===== config.mk =====
export PLATFORM = sky130hd
export DESIGN_NAME = button_gesture_led_mode_fsm_flat
export DESIGN_NICKNAME = d
export VERILOG_FILES = /design/src/hdl/bgl_pkg.sv /design/src/hdl/bgl_if.sv /design/src/hdl/button_gesture_led_mode_fsm.sv /design/src/flat_wrapper.sv
export SDC_FILE = /design/constraint.sdc
export NUM_CORES = 1
export LEC_CHECK = 0
export ABC_AREA = 0
export BUFFER_PORTS_ARGS = -buffer_cell sky130_fd_sc_hd__buf_2
export CORE_MARGIN = 3
export CORE_UTILIZATION = 61
export DETAILED_ROUTE_END_ITERATION = 6
export GPL_TIMING_DRIVEN = 0
export PLACE_DENSITY = 0.83
export SYNTH_ARGS = -nofsm -noshare
export SYNTH_HDL_FRONTEND = slang
export SYNTH_SLANG_ARGS = --single-unit

===== constraint.sdc =====
create_clock -name clock -period 11.3 [get_ports clock]
set_clock_uncertainty 0.05 [all_clocks]
set_input_delay 1.13 -clock clock [delete_from_list [all_inputs] [get_ports clock]]
set_output_delay 1.13 -clock clock [all_outputs]
set_load 0.005 [all_outputs]

===== src/hdl/bgl_pkg.sv =====
// types, constants and helpers for the button gesture / led mode block
// no dependencies; imported by every other file of the block but bgl_if.sv
package bgl_pkg;

   localparam int TIME_BITS = 16;
   localparam int CFG_BITS  = 16;
   localparam int CMP_BITS  = (TIME_BITS > CFG_BITS) ? TIME_BITS : CFG_BITS;
   localparam int CSR_IDX_BITS = 3;

   localparam logic [CFG_BITS-1:0] DEBOUNCE_RST     = 16'd60;
   localparam logic [CFG_BITS-1:0] LONG_PRESS_RST   = 16'd2000;
   localparam logic [CFG_BITS-1:0] DOUBLE_WIN_RST   = 16'd400;
   localparam logic [CFG_BITS-1:0] LOCKOUT_RST      = 16'd100;
   localparam logic [CFG_BITS-1:0] PANIC_RESET_RST  = 16'd3000;

   typedef enum logic [1:0] {
      OP_TICK  = 2'd0,
      OP_IDLE  = 2'd1,
      OP_PANIC = 2'd2
   } op_type;

   typedef enum logic [1:0] {
      PH_WAIT   = 2'd0,
      PH_HOLD   = 2'd1,
      PH_WINDOW = 2'd2,
      PH_LOCK   = 2'd3
   } phase_type;

   typedef enum logic [2:0] {
      MODE_IDLE    = 3'd0,
      MODE_SLOW    = 3'd1,
      MODE_FAST    = 3'd2,
      MODE_BREATHE = 3'd3,
      MODE_PANIC   = 3'd4
   } mode_type;

   typedef enum logic [1:0] {
      KIND_SHORT  = 2'd0,
      KIND_DOUBLE = 2'd1,
      KIND_LONG   = 2'd2
   } kind_type;

   typedef enum logic [CSR_IDX_BITS-1:0] {
      CSR_DEBOUNCE    = 3'd0,
      CSR_LONG_PRESS  = 3'd1,
      CSR_DOUBLE_WIN  = 3'd2,
      CSR_LOCKOUT     = 3'd3,
      CSR_PANIC_RESET = 3'd4
   } csr_index_type;

   // saturating millisecond counter step
   function automatic logic [TIME_BITS-1:0] sat_inc(input logic [TIME_BITS-1:0] t);
      return (t == {TIME_BITS{1'b1}}) ? t : t + TIME_BITS'(1);
   endfunction

   function automatic logic [CMP_BITS-1:0] tm_ext(input logic [TIME_BITS-1:0] t);
      return CMP_BITS'(t);
   endfunction

   function automatic logic [CMP_BITS-1:0] cfg_ext(input logic [CFG_BITS-1:0] c);
      return CMP_BITS'(c);
   endfunction

endpackage


===== src/hdl/bgl_if.sv =====
// request and response channel interfaces of the button gesture block
// valid/ready handshake with the payload fields; no dependencies
interface bgl_req_if;
   logic       valid;
   logic       ready;
   logic [1:0] op;
   logic       button_level;

   modport source (output valid, output op, output button_level, input ready);
   modport sink   (input valid, input op, input button_level, output ready);
endinterface

interface bgl_rsp_if;
   logic       valid;
   logic       ready;
   logic       event_valid;
   logic [1:0] event_kind;
   logic [2:0] led_mode;
   logic       reset_request;

   modport source (output valid, output event_valid, output event_kind,
                   output led_mode, output reset_request, input ready);
   modport sink   (input valid, input event_valid, input event_kind,
                   input led_mode, input reset_request, output ready);
endinterface


===== src/hdl/button_gesture_led_mode_fsm.sv =====
// Button gesture detector stepping an led mode state machine.
// Depends on bgl_pkg and the channel interfaces in bgl_if.sv.
//
// req channel: one request per 1 ms tick (op tick with the active-low button
// level) or a force-idle / force-panic command. rsp channel: one response per
// request with the classified press event (if any), the led mode after the
// request and the panic reset request level.
// csr port: csr_we / csr_index / csr_wdata write the five timing thresholds;
// the user must write them only while no request is in flight; the block does not enforce it.
//
// The response of a request accepted at one edge is registered and valid after
// that edge. One request per cycle is taken while the receiver keeps up; all
// work is a single pass of compare/increment logic into the response register.
// req.ready is high while the response register is empty or being taken, so
// a stalled receiver holds the current response and stops further requests
// until it takes it.
// Reset (synchronous) returns thresholds to defaults, the press machine to
// waiting, the led mode to idle and empties the response register.
module button_gesture_led_mode_fsm (
   input  logic                                clock,
   input  logic                                reset,
   bgl_req_if.sink                             req,
   bgl_rsp_if.source                           rsp,
   input  logic                                csr_we,
   input  logic [bgl_pkg::CSR_IDX_BITS-1:0]    csr_index,
   input  logic [bgl_pkg::CFG_BITS-1:0]        csr_wdata
);
   import bgl_pkg::*;

   logic [CFG_BITS-1:0] debounce_ff, long_press_ff, double_win_ff, lockout_ff, panic_reset_ff;

   phase_type            phase_ff, phase_in;
   logic [TIME_BITS-1:0] timer_ff, timer_in;
   logic [TIME_BITS-1:0] since_ff, since_in;
   logic [TIME_BITS-1:0] panic_tmr_ff, panic_tmr_in;
   logic                 pend_ff, pend_in;
   logic                 prev_ff, prev_in;
   mode_type             mode_ff, mode_in;

   logic                 rsp_valid_ff, rsp_valid_in;
   logic                 ev_ff, ev_in;
   kind_type             kind_ff, kind_in;
   mode_type             led_ff;
   logic                 rreq_ff, rreq_in;

   logic                 accept;
   logic [TIME_BITS-1:0] t_step;

   assign req.ready = !rsp_valid_ff || rsp.ready;
   assign accept    = req.valid && req.ready;

   // configuration registers
   always_ff @(posedge clock) begin
      if (reset) begin
         debounce_ff    <= DEBOUNCE_RST;
         long_press_ff  <= LONG_PRESS_RST;
         double_win_ff  <= DOUBLE_WIN_RST;
         lockout_ff     <= LOCKOUT_RST;
         panic_reset_ff <= PANIC_RESET_RST;
      end else if (csr_we) begin
         case (csr_index_type'(csr_index))
            CSR_DEBOUNCE:    debounce_ff    <= csr_wdata;
            CSR_LONG_PRESS:  long_press_ff  <= csr_wdata;
            CSR_DOUBLE_WIN:  double_win_ff  <= csr_wdata;
            CSR_LOCKOUT:     lockout_ff     <= csr_wdata;
            CSR_PANIC_RESET: panic_reset_ff <= csr_wdata;
            default: ;
         endcase
      end
   end

   // state registers
   always_ff @(posedge clock) begin
      if (reset) begin
         phase_ff     <= PH_WAIT;
         timer_ff     <= '0;
         since_ff     <= '0;
         panic_tmr_ff <= '0;
         pend_ff      <= 1'b0;
         prev_ff      <= 1'b1;
         mode_ff      <= MODE_IDLE;
         rsp_valid_ff <= 1'b0;
      end else begin
         phase_ff     <= phase_in;
         timer_ff     <= timer_in;
         since_ff     <= since_in;
         panic_tmr_ff <= panic_tmr_in;
         pend_ff      <= pend_in;
         prev_ff      <= prev_in;
         mode_ff      <= mode_in;
         rsp_valid_ff <= rsp_valid_in;
      end
   end

   // response payload
   always_ff @(posedge clock) begin
      if (accept) begin
         ev_ff   <= ev_in;
         kind_ff <= kind_in;
         led_ff  <= mode_in;
         rreq_ff <= rreq_in;
      end
   end

   always_comb begin
      phase_in     = phase_ff;
      timer_in     = timer_ff;
      since_in     = since_ff;
      panic_tmr_in = panic_tmr_ff;
      pend_in      = pend_ff;
      prev_in      = prev_ff;
      mode_in      = mode_ff;
      ev_in        = 1'b0;
      kind_in      = KIND_SHORT;
      t_step       = sat_inc(timer_ff);
      rsp_valid_in = accept ? 1'b1 : (rsp.ready ? 1'b0 : rsp_valid_ff);

      if (accept) begin
         case (op_type'(req.op))
            OP_IDLE: begin
               mode_in      = MODE_IDLE;
               panic_tmr_in = '0;
            end
            OP_PANIC: begin
               mode_in = MODE_PANIC;
            end
            OP_TICK: begin
               since_in = sat_inc(since_ff);
               // debounced falling edge
               if (prev_ff && !req.button_level) begin
                  if (tm_ext(since_in) > cfg_ext(debounce_ff)) pend_in = 1'b1;
                  since_in = '0;
               end
               prev_in = req.button_level;

               case (phase_ff)
                  PH_WAIT: begin
                     if (pend_in) begin
                        pend_in  = 1'b0;
                        phase_in = PH_HOLD;
                        timer_in = '0;
                     end
                  end
                  PH_HOLD: begin
                     timer_in = t_step;
                     if (req.button_level) begin
                        if (tm_ext(t_step) > cfg_ext(long_press_ff)) begin
                           ev_in   = 1'b1;
                           kind_in = KIND_LONG;
                        end else begin
                           phase_in = PH_WINDOW;
                           timer_in = '0;
                        end
                     end
                  end
                  PH_WINDOW: begin
                     if (tm_ext(timer_ff) >= cfg_ext(double_win_ff)) begin
                        ev_in   = 1'b1;
                        kind_in = KIND_SHORT;
                     end else if (!req.button_level) begin
                        ev_in   = 1'b1;
                        kind_in = KIND_DOUBLE;
                     end else begin
                        timer_in = t_step;
                     end
                  end
                  PH_LOCK: begin
                     if (tm_ext(t_step) >= cfg_ext(lockout_ff)) begin
                        phase_in = PH_WAIT;
                        timer_in = '0;
                     end else begin
                        timer_in = t_step;
                     end
                  end
                  default: begin
                     phase_in = PH_WAIT;
                     timer_in = '0;
                  end
               endcase

               if (ev_in) begin
                  pend_in  = 1'b0;
                  phase_in = PH_LOCK;
                  timer_in = '0;
                  case (kind_in)
                     KIND_DOUBLE: mode_in = MODE_IDLE;
                     KIND_LONG:   mode_in = MODE_PANIC;
                     default: begin
                        // short press cycles the four normal modes, ignored in panic
                        case (mode_ff)
                           MODE_IDLE:    mode_in = MODE_SLOW;
                           MODE_SLOW:    mode_in = MODE_FAST;
                           MODE_FAST:    mode_in = MODE_BREATHE;
                           MODE_BREATHE: mode_in = MODE_IDLE;
                           default:      mode_in = mode_ff;
                        endcase
                     end
                  endcase
               end

               panic_tmr_in = (mode_in == MODE_PANIC) ? sat_inc(panic_tmr_ff) : '0;
            end
            default: ;
         endcase
      end

      rreq_in = (mode_in == MODE_PANIC) &&
                (tm_ext(panic_tmr_in) > cfg_ext(panic_reset_ff));
   end

   assign rsp.valid         = rsp_valid_ff;
   assign rsp.event_valid   = ev_ff;
   assign rsp.event_kind    = kind_ff;
   assign rsp.led_mode      = led_ff;
   assign rsp.reset_request = rreq_ff;

endmodule


===== src/flat_wrapper.sv =====
// flat-port wrapper written by rule: the top's interface ports become plain ports
module button_gesture_led_mode_fsm_flat import bgl_pkg::*;
  (clock, reset, csr_we, csr_index, csr_wdata, req_valid, req_op, req_button_level, req_ready, rsp_valid, rsp_event_valid, rsp_event_kind, rsp_led_mode, rsp_reset_request, rsp_ready);
  bgl_req_if req_i ();
  bgl_rsp_if rsp_i ();
  input  logic clock;
  input  logic reset;
  input  logic csr_we;
  input  logic [bgl_pkg::CSR_IDX_BITS-1:0] csr_index;
  input  logic [bgl_pkg::CFG_BITS-1:0] csr_wdata;
  input wire logic [$bits(req_i.valid)-1:0] req_valid;
  input wire logic [$bits(req_i.op)-1:0] req_op;
  input wire logic [$bits(req_i.button_level)-1:0] req_button_level;
  output wire logic [$bits(req_i.ready)-1:0] req_ready;
  output wire logic [$bits(rsp_i.valid)-1:0] rsp_valid;
  output wire logic [$bits(rsp_i.event_valid)-1:0] rsp_event_valid;
  output wire logic [$bits(rsp_i.event_kind)-1:0] rsp_event_kind;
  output wire logic [$bits(rsp_i.led_mode)-1:0] rsp_led_mode;
  output wire logic [$bits(rsp_i.reset_request)-1:0] rsp_reset_request;
  input wire logic [$bits(rsp_i.ready)-1:0] rsp_ready;
  assign req_i.valid = req_valid;
  assign req_i.op = req_op;
  assign req_i.button_level = req_button_level;
  assign req_ready = req_i.ready;
  assign rsp_valid = rsp_i.valid;
  assign rsp_event_valid = rsp_i.event_valid;
  assign rsp_event_kind = rsp_i.event_kind;
  assign rsp_led_mode = rsp_i.led_mode;
  assign rsp_reset_request = rsp_i.reset_request;
  assign rsp_i.ready = rsp_ready;
  button_gesture_led_mode_fsm u_core (.clock(clock), .reset(reset), .req(req_i), .rsp(rsp_i), .csr_we(csr_we), .csr_index(csr_index), .csr_wdata(csr_wdata));
endmodule

==> key figures, run 1 <==
Clock tree
  – CTS tree: built
  – Cts repair resizes: 0
  – CTS buffer count: 17
  – Insertion delay to the later sink of the worst-skew pair: 0.43 ns
  – CTS H-tree lvls: 4
  – Hold Buf Count CTS: 0
  – Sink Count: 143
  – Post-CTS setup buffers: 0
  – Clock slew at reported path FFs: 0.06 ns
  – CTS root buf: clkbuf_16
  – Clock buffer depth: 2

Setup path
  – Startpoint type of the worst setup path: flip-flop
  – Crit path kind: reg -> reg
  – Worst-path fanout max: 10
  – Setup crit end kind: flip-flop
  – Slowest CP cell: or4_4
  – CP dominant cell by count: ha_1
  – Worst Path Arrival: 7.94 ns
  – Crit-path max cell delay: 0.55 ns
  – CP required: 11.42 ns

STA
  – Worst slew pin tran: 0.951 ns
  – Final worst slack: 3.47 ns
  – Final period utilization: 0.693
  – Relative slew slack: 0.360
  – Final Critical Period: 7.83 ns
  – RSZ-0062 raised after global routing: false
  – Hold Fails Final Rpt: 0
  – Setup TNS: 0 ns
  – Max Transition Viols Final: 0
  – FMAX: 128 MHz
  – Worst hold slack: 0.403 ns
  – Setup-failing EPs final: 0

Floorplan
  – Total core area: 13,500 sq um
  – # rows: 42
  – Die Span Y: 124 microns
  – Die X: 124 microns
  – Die ar.: 15,500 sq um
  – Initial core utilization: 0.634
  – IO Pins: 36

Final layout
  – Fin util: 0.703
  – Non-filler cells, final: 1,346
  – Share of layout cells above drive strength 1: 0.0675
  – ANT cells: 0
  – Layout Nets: 1,274
  – Area Overhead vs Synth: 10.8%

Power
  – PwrDens: 118 nW/um^2
  – Worst VDD drop: 0.122 mV
  – LEAKAGE: 0.00400 uW

Synthesis
  – Syn_nets: 1,222
  – Syn_area_per_cell: 7.75 sq um
  – Cells after Synth: 1,105
  – Area fraction of the dominant cell type after synthesis: 0.318
  – Synth area leaders: dfxtp_1 (32%), ha_1 (13%), nand2_1 (8.9%)
  – FFs w/ async S/R, synth: 0
  – Synth Flop Type: dfxtp_1
  – Synth cell types: 64
  – Sequential area share after synthesis: 0.342
  – Yosys top cell by area: dfxtp_1
  – Number of synthesized flops with an enable pin: 7
  – Post-synth top cells: nand2_1 (202), dfxtp_1 (136), a21oi_1 (99), inv_1 (96), ha_1 (90)
  – Count leader, synth: nand2_1
  – Synthesized flop and latch total: 143
  – Synth warn: 0
  – Post-synth design cell area: 8560 sq um

GRT
  – Initial antenna violation count: 0
  – GRT Residual Overflow: 0
  – First-pass GRT wire length: 37,600 microns
  – Pin count of the biggest net entering global routing: 17
  – GRT Overall Usage: 0.299
  – Vias in the first global route: 7,705

Routing
  – Final ANT Viol Nets: 0
  – Post-Route WL: 23,400 microns
  – Vias per cell: 6.20
  – WL per Instance: 17.4 microns
  – DRT iter0 DRCs: 970
  – Via count: 8,343
  – Drt first pass iters: 6
  – DRC viols: 0

Place
  – Place WS: 3.65 ns
  – Placed insts: 1,314
  – Number of I/O port buffers: 33
  – Dpl hpwl: 17,100 microns
  – Final GP Congestion: 0.910

Outcome
  – Outcome: finished, final reports clean

Worst hold path
  – Hold WC Path Type: reg -> reg

Job
  – Maxcap violations: 0
## state kept, by name, summed over array words and instances, names as in the netlist
name and flops:
u_core.debounce_ff 16, u_core.double_win_ff 16, u_core.lockout_ff 16, u_core.long_press_ff 16, u_core.panic_reset_ff 16, u_core.panic_tmr_ff 16, u_core.since_ff 16, u_core.timer_ff 16
u_core.mode_ff 3, u_core.rsp.led_mode 3, u_core.phase_ff 2, u_core.rsp.event_kind 2, u_core.pend_ff 1, u_core.prev_ff 1, u_core.rsp.event_valid 1, u_core.rsp.reset_request 1
u_core.rsp.valid 1
## critical path, delay by kind of cell, from the launching register on
kind	cells	cell delay, ns
multiplexers	1	0.34
AO/OA/AOI/OAI	9	1.60
AND/OR/NAND/NOR	14	3.49
adder cells (fa/ha/maj)	4	1.21
flip-flops	1	0.47
buffers and inverters	1	0.38
## per-stage QoR
stage | instance area (sq um) | total power (uW)
floorplan | 8560 | 572
global placement | 8950 | 600
detailed placement | 8950 | 602
CTS | 9490 | 1120
global route | 9490 | 1150
finish | 9490 | 1120
## layout by cell type (no fill, tap or decap), types with 4 or more instances in the layout
master     synthesis  final
a211oi_1           4      4
a21o_1            12     12
a21oi_1           99     99
a22o_1             8      8
a22oi_1            8      8
a311oi_1           4      4
a31oi_1           26     26
and2_1            10     10
and3_1            11     11
and4_1             8      8
buf_2              4     37
clkbuf_1          38     44
clkbuf_16          0     17
clkinv_1           0      4
dfxtp_1          136    136
edfxtp_1           7      7
ha_1              90     90
inv_1             96     96
nand2_1          202    202
nand2b_1           5      5
nand3_1           54     54
nand4_1           28     28
nor2_1            72     72
nor2b_1            7      7
nor3_1            30     30
nor3b_1            4      4
o211ai_1          31     31
o21a_1             7      7
o21ai_0           25     25
or2_2              9      9
or3_1              5      5
xnor2_1            9      9
xor2_1             7      7
## path summary, 6_finish.rpt
kind | from | endpoint | slack [ns] | depth (start not counted)
setup / recovery | u_core.timer_ff[0] | u_core.rsp.reset_request | 3.47 | 29
hold / removal | u_core.lockout_ff[1] | u_core.lockout_ff[1] | 0.40 | 2
setup reg to reg | u_core.timer_ff[0] | u_core.rsp.reset_request | 3.47 | 29
hold reg to reg | u_core.lockout_ff[1] | u_core.lockout_ff[1] | 0.40 | 2
## metal layers
layer / vias to the layer above / routed length, microns / share of wire / track usage
met5: - / 0 / 0 / 0
met4: 0 / 840 / 0.036 / 0.137
met3: 70 / 1950 / 0.083 / 0.0540
met2: 410 / 10400 / 0.44 / 0.460
met1: 3861 / 10200 / 0.44 / 0.408
li1: 4002 / - / - / -
## final cells by class
class	instances	area, sq um
repair buffers	33	165
clock inverters	9	92.6
clock buffers	23	448
well taps	176	220
fillers	1079	4020
plain buffers	45	193
multi-input cells	821	5080
inverters	96	360
flip-flops and latches	143	2930
## cells by family after synthesis
group / after synthesis / synth area share
adders and majority gates: 90 / 0.131
xor gates and xnor gates: 16 / 0.0164
muxes: 5 / 0.00628
AOI/OAI and AO/OA: 253 / 0.190
DFF: 143 / 0.342
buffers and inverters: 141 / 0.0646
and+or+nand+nor: 457 / 0.249
## where the power goes
group	internal, uW	switching (uW)
Sequential	517	4.07
Combinational	20.8	52.3
Clock	321	209
Total	859	265
(Power assumes the default switching activity.)
==> run 2: changes to the inputs <==
- ABC_AREA: 0 -> 1
- clock period: 11.3 -> 7.9 ns (I/O delays scaled with it)
==> run 2 against run 1 <==
Clock power increased by 62%. Setup slack got worse by 1.1 ns. Sequential power increased by 44%. Die area up 6.1%. Via count rose by 4.0%. Critical path depth rose by 5. Sequential share of layout area down 2.0 points. Count of clock-buffer cells in the layout rose by 2. Core utilization fell by 0.72 points. Routed wire length increased by 4.9%. Area after synthesis is 6.4% higher. Critical path type unchanged. Critical endpoint unchanged.
==> key figures, run 2 <==
Outcome
  – Outcome: finished, final reports clean (unchanged)

STA
  – Final period utilization: 0.701 (was 0.693)
  – Hold Fails Final Rpt: 0 (unchanged)
  – Setup-failing EPs final: 0 (unchanged)
  – Setup TNS: 0 ns (unchanged)
  – RSZ-0062 raised after global routing: false (unchanged)
  – Max Transition Viols Final: 0 (unchanged)
  – Final Critical Period: 5.54 ns (was 7.83 ns)
  – Worst slew pin tran: 0.786 ns (was 0.951 ns)
  – FMAX: 181 MHz (was 128 MHz)
  – Relative slew slack: 0.476 (was 0.360)

Power
  – Reg power frac: 0.434 (was 0.464)
  – Clk pwr share: 0.497 (was 0.471)
  – Internal power: 1340 uW (was 859 uW)
  – PwrDens: 170 nW/um^2 (was 118 nW/um^2)
  – Worst VDD drop: 0.174 mV (was 0.122 mV)
  – Switch share: 0.225 (was 0.236)
  – Gate power share: 0.068 (was 0.065)
  – LEAKAGE: 0.00457 uW (was 0.00400 uW)
  – Total power: 1730 uW (was 1120 uW)
  – P_sw: 388 uW (was 265 uW)

Routing
  – Via count: 8,673 (was 8,343)
  – Final ANT Viol Nets: 0 (unchanged)
  – DRC viols: 0 (unchanged)
  – WL per Instance: 16.1 microns (was 17.4 microns)
  – Vias per cell: 5.67 (was 6.20)
  – Drt first pass iters: 6 (unchanged)
  – DRT iter0 DRCs: 726 (was 970)
  – Post-Route WL: 24,600 microns (was 23,400 microns)

GRT
  – Vias in the first global route: 7,989 (was 7,705)
  – First-pass GRT wire length: 39,900 microns (was 37,600 microns)
  – GRT Overall Usage: 0.307 (was 0.299)
  – GRT Residual Overflow: 0 (unchanged)
  – Pin count of the biggest net entering global routing: 17 (unchanged)
  – Initial antenna violation count: 0 (unchanged)

Final layout
  – Area Overhead vs Synth: 11.4% (was 10.8%)
  – Layout Nets: 1,448 (was 1,274)
  – Share of layout cells above drive strength 1: 0.112 (was 0.0675)
  – Non-filler cells, final: 1,529 (was 1,346)
  – Final instance area: 10,100 sq um (was 9490 sq um)
  – Commonest non-fill, non-tap cells in the layout: nand2_1 (288), inv_1 (167), a21oi_1 (140), dfxtp_1 (136), nor2_1 (106) (was nand2_1 (202), dfxtp_1 (136), a21oi_1 (99), inv_1 (96), ha_1 (90))
  – Commonest non-fill, non-tap cell in the layout: nand2_1 (unchanged)

Floorplan
  – Die X: 128 microns (was 124 microns)
  – # rows: 44 (was 42)
  – Die ar.: 16,400 sq um (was 15,500 sq um)
  – Total core area: 14,600 sq um (was 13,500 sq um)
  – Initial core utilization: 0.625 (was 0.634)
  – IO Pins: 36 (unchanged)
  – Die Span Y: 128 microns (was 124 microns)

Setup path
  – Reg-to-reg slack, setup: 2.36 ns (was 3.47 ns)
  – Crit path kind: reg -> reg (unchanged)
  – CP required: 8.02 ns (was 11.42 ns)
  – Crit-path max cell delay: 0.48 ns (was 0.55 ns)
  – Setup crit end kind: flip-flop (unchanged)
  – Delay-heaviest family, CP: simple AND/OR/NAND/NOR gates (unchanged)
  – Reg2Reg Capture Point: u_core.rsp.reset_request (unchanged)
  – Startpoint type of the worst setup path: flip-flop (unchanged)
  – Worst-path fanout max: 10 (unchanged)
  – RR Startpoint: u_core.timer_ff[0] (unchanged)
  – Buf+Inv Stages, Crit Path: 4 (was 1)
  – Worst Path Arrival: 5.66 ns (was 7.94 ns)
  – Slowest CP cell: dfxtp_1 (was or4_4)
  – Reg2Reg Depth: 34 (was 29)
  – CP dominant cell by count: nand2_1 (was ha_1)

Worst hold path
  – Hold Path Origin: u_core.double_win_ff[11] (was u_core.lockout_ff[1])
  – Hold WC Path Type: reg -> reg (unchanged)
  – Endpoint of the worst hold path: u_core.double_win_ff[11] (was u_core.lockout_ff[1])
  – Hold path depth: 2 (unchanged)

Clock tree
  – Cts repair resizes: 0 (unchanged)
  – Clock buffer depth: 2 (unchanged)
  – CTS root buf: clkbuf_16 (unchanged)
  – CTS buffer count: 17 (unchanged)
  – CTS tree: built (unchanged)
  – Insertion delay to the later sink of the worst-skew pair: 0.43 ns (about the same)
  – Hold Buf Count CTS: 0 (unchanged)
  – Clock slew at reported path FFs: 0.06 ns (about the same)
  – Sink Count: 143 (unchanged)
  – Post-CTS setup buffers: 0 (unchanged)
  – CTS H-tree lvls: 4 (unchanged)

Synthesis
  – Syn_area_per_cell: 7.13 sq um (was 7.75 sq um)
  – Synth Flop Type: dfxtp_1 (unchanged)
  – Synth area leaders: dfxtp_1 (30%), ha_1 (12%), nand2_1 (12%) (was dfxtp_1 (32%), ha_1 (13%), nand2_1 (8.9%))
  – Number of synthesized flops with an enable pin: 7 (unchanged)
  – Synthesized flop and latch total: 143 (unchanged)
  – Cells after Synth: 1,277 (was 1,105)
  – Syn_nets: 1,394 (was 1,222)
  – Count leader, synth: nand2_1 (unchanged)
  – Synth cell types: 43 (was 64)
  – Post-synth design cell area: 9110 sq um (was 8560 sq um)
  – Sequential area share after synthesis: 0.322 (was 0.342)
  – Area fraction of the dominant cell type after synthesis: 0.299 (was 0.318)
  – Post-synth top cells: nand2_1 (288), inv_1 (167), a21oi_1 (140), dfxtp_1 (136), nor2_1 (106) (was nand2_1 (202), dfxtp_1 (136), a21oi_1 (99), inv_1 (96), ha_1 (90))
  – Yosys top cell by area: dfxtp_1 (unchanged)
  – Synth warn: 0 (unchanged)
  – FFs w/ async S/R, synth: 0 (unchanged)

Place
  – Number of I/O port buffers: 35 (was 33)
  – Placed cell area: 9520 sq um (was 8950 sq um)
  – Final GP Congestion: 0.975 (was 0.910)
  – Placed insts: 1,496 (was 1,314)
  – Dpl hpwl: 18,100 microns (was 17,100 microns)

Job
  – Maxcap violations: 0 (unchanged)
## run 2: cell types whose count changed after synthesis, sizes merged, moves of 9 or more
cell    previous run  this run
nand2            202       300
inv               96       178
a21oi             99       154
o21ai             26        78
nor2              72       113
a31oi             26         4
a21o              12         1
and2              11         0
and3              11         1
clkbuf            38        28
o211ai            31        22
## run 2: how the worst max path moves through the flow
stage,from,end,slack (ns),cells after the start
6_report,u_core.timer_ff[0],u_core.rsp.reset_request,2.36,34
3_5_place_dp,u_core.timer_ff[0],u_core.rsp.reset_request,2.50,34
5_1_grt,u_core.timer_ff[0],u_core.rsp.reset_request,1.91,31
2_1_floorplan,u_core.timer_ff[0],u_core.rsp.reset_request,3.37,33
3_3_place_gp,u_core.timer_ff[0],u_core.rsp.reset_request,2.56,34
4_1_cts,u_core.timer_ff[0],u_core.rsp.reset_request,2.38,34
## run 2: cells by family (layout without fill, tap and decap cells)
family,Yosys count,count (layout),synth area share
other,0,2,0
adders and majority gates,90,90,0.124
DFF,143,143,0.322
xor gates and xnor gates,19,19,0.0183
AOI/OAI and AO/OA,273,273,0.169
buffers and inverters,219,285,0.0974
and+or+nand+nor,533,533,0.270
## run 2: power groups by stage
stage / clock (uW) / combinational [uW] / sequential [uW]
2_1_floorplan: 0 / 69.1 / 764
3_3_place_gp: 0 / 111 / 764
3_5_place_dp: 0 / 114 / 765
4_1_cts: 863 / 116 / 749
5_1_grt: 893 / 131 / 751
6_report: 858 / 118 / 749
## run 2: layout make-up
| type | instances | area [sq um] |
|---|---|---|
| antenna | 2 | 5.00 |
| buffer | 40 | 215 |
| clock buffer | 25 | 495 |
| clock inverter | 6 | 130 |
| fill | 1211 | 4440 |
| inverter | 179 | 672 |
| multi-input combinational | 915 | 5290 |
| sequential | 143 | 2930 |
| tap | 184 | 230 |
| timing repair buffer | 35 | 175 |
## run 2: worst register-to-register path, delay by kind of cell, from the launching register on
kind / cells / cell delay [ns]
buffers and inverters: 4 / 0.49
DFF: 1 / 0.48
and+or+nand+nor: 17 / 1.90
AOI/OAI and AO/OA: 9 / 1.19
adders and majority gates: 4 / 1.17
## run 2: metrics by stage
stage	worst slack [ns]	hold slack, ns	utilization
2_1_floorplan	3.37	0.383	-
3_3_place_gp	2.56	0.395	0.652
3_5_place_dp	2.50	0.402	0.652
4_1_cts	2.38	0.412	0.695
5_1_grt	1.91	0.425	0.695
6_report	2.36	0.407	0.696
## run 2: metal layers
layer  up-vias  routed length (microns)  GRT usage
met4         0                      840      0.132
met3        67                     2300     0.0783
met2       341                    11000      0.478
met1      3947                    10500      0.404
li1       4318                        -          -
met5         -                        0          0
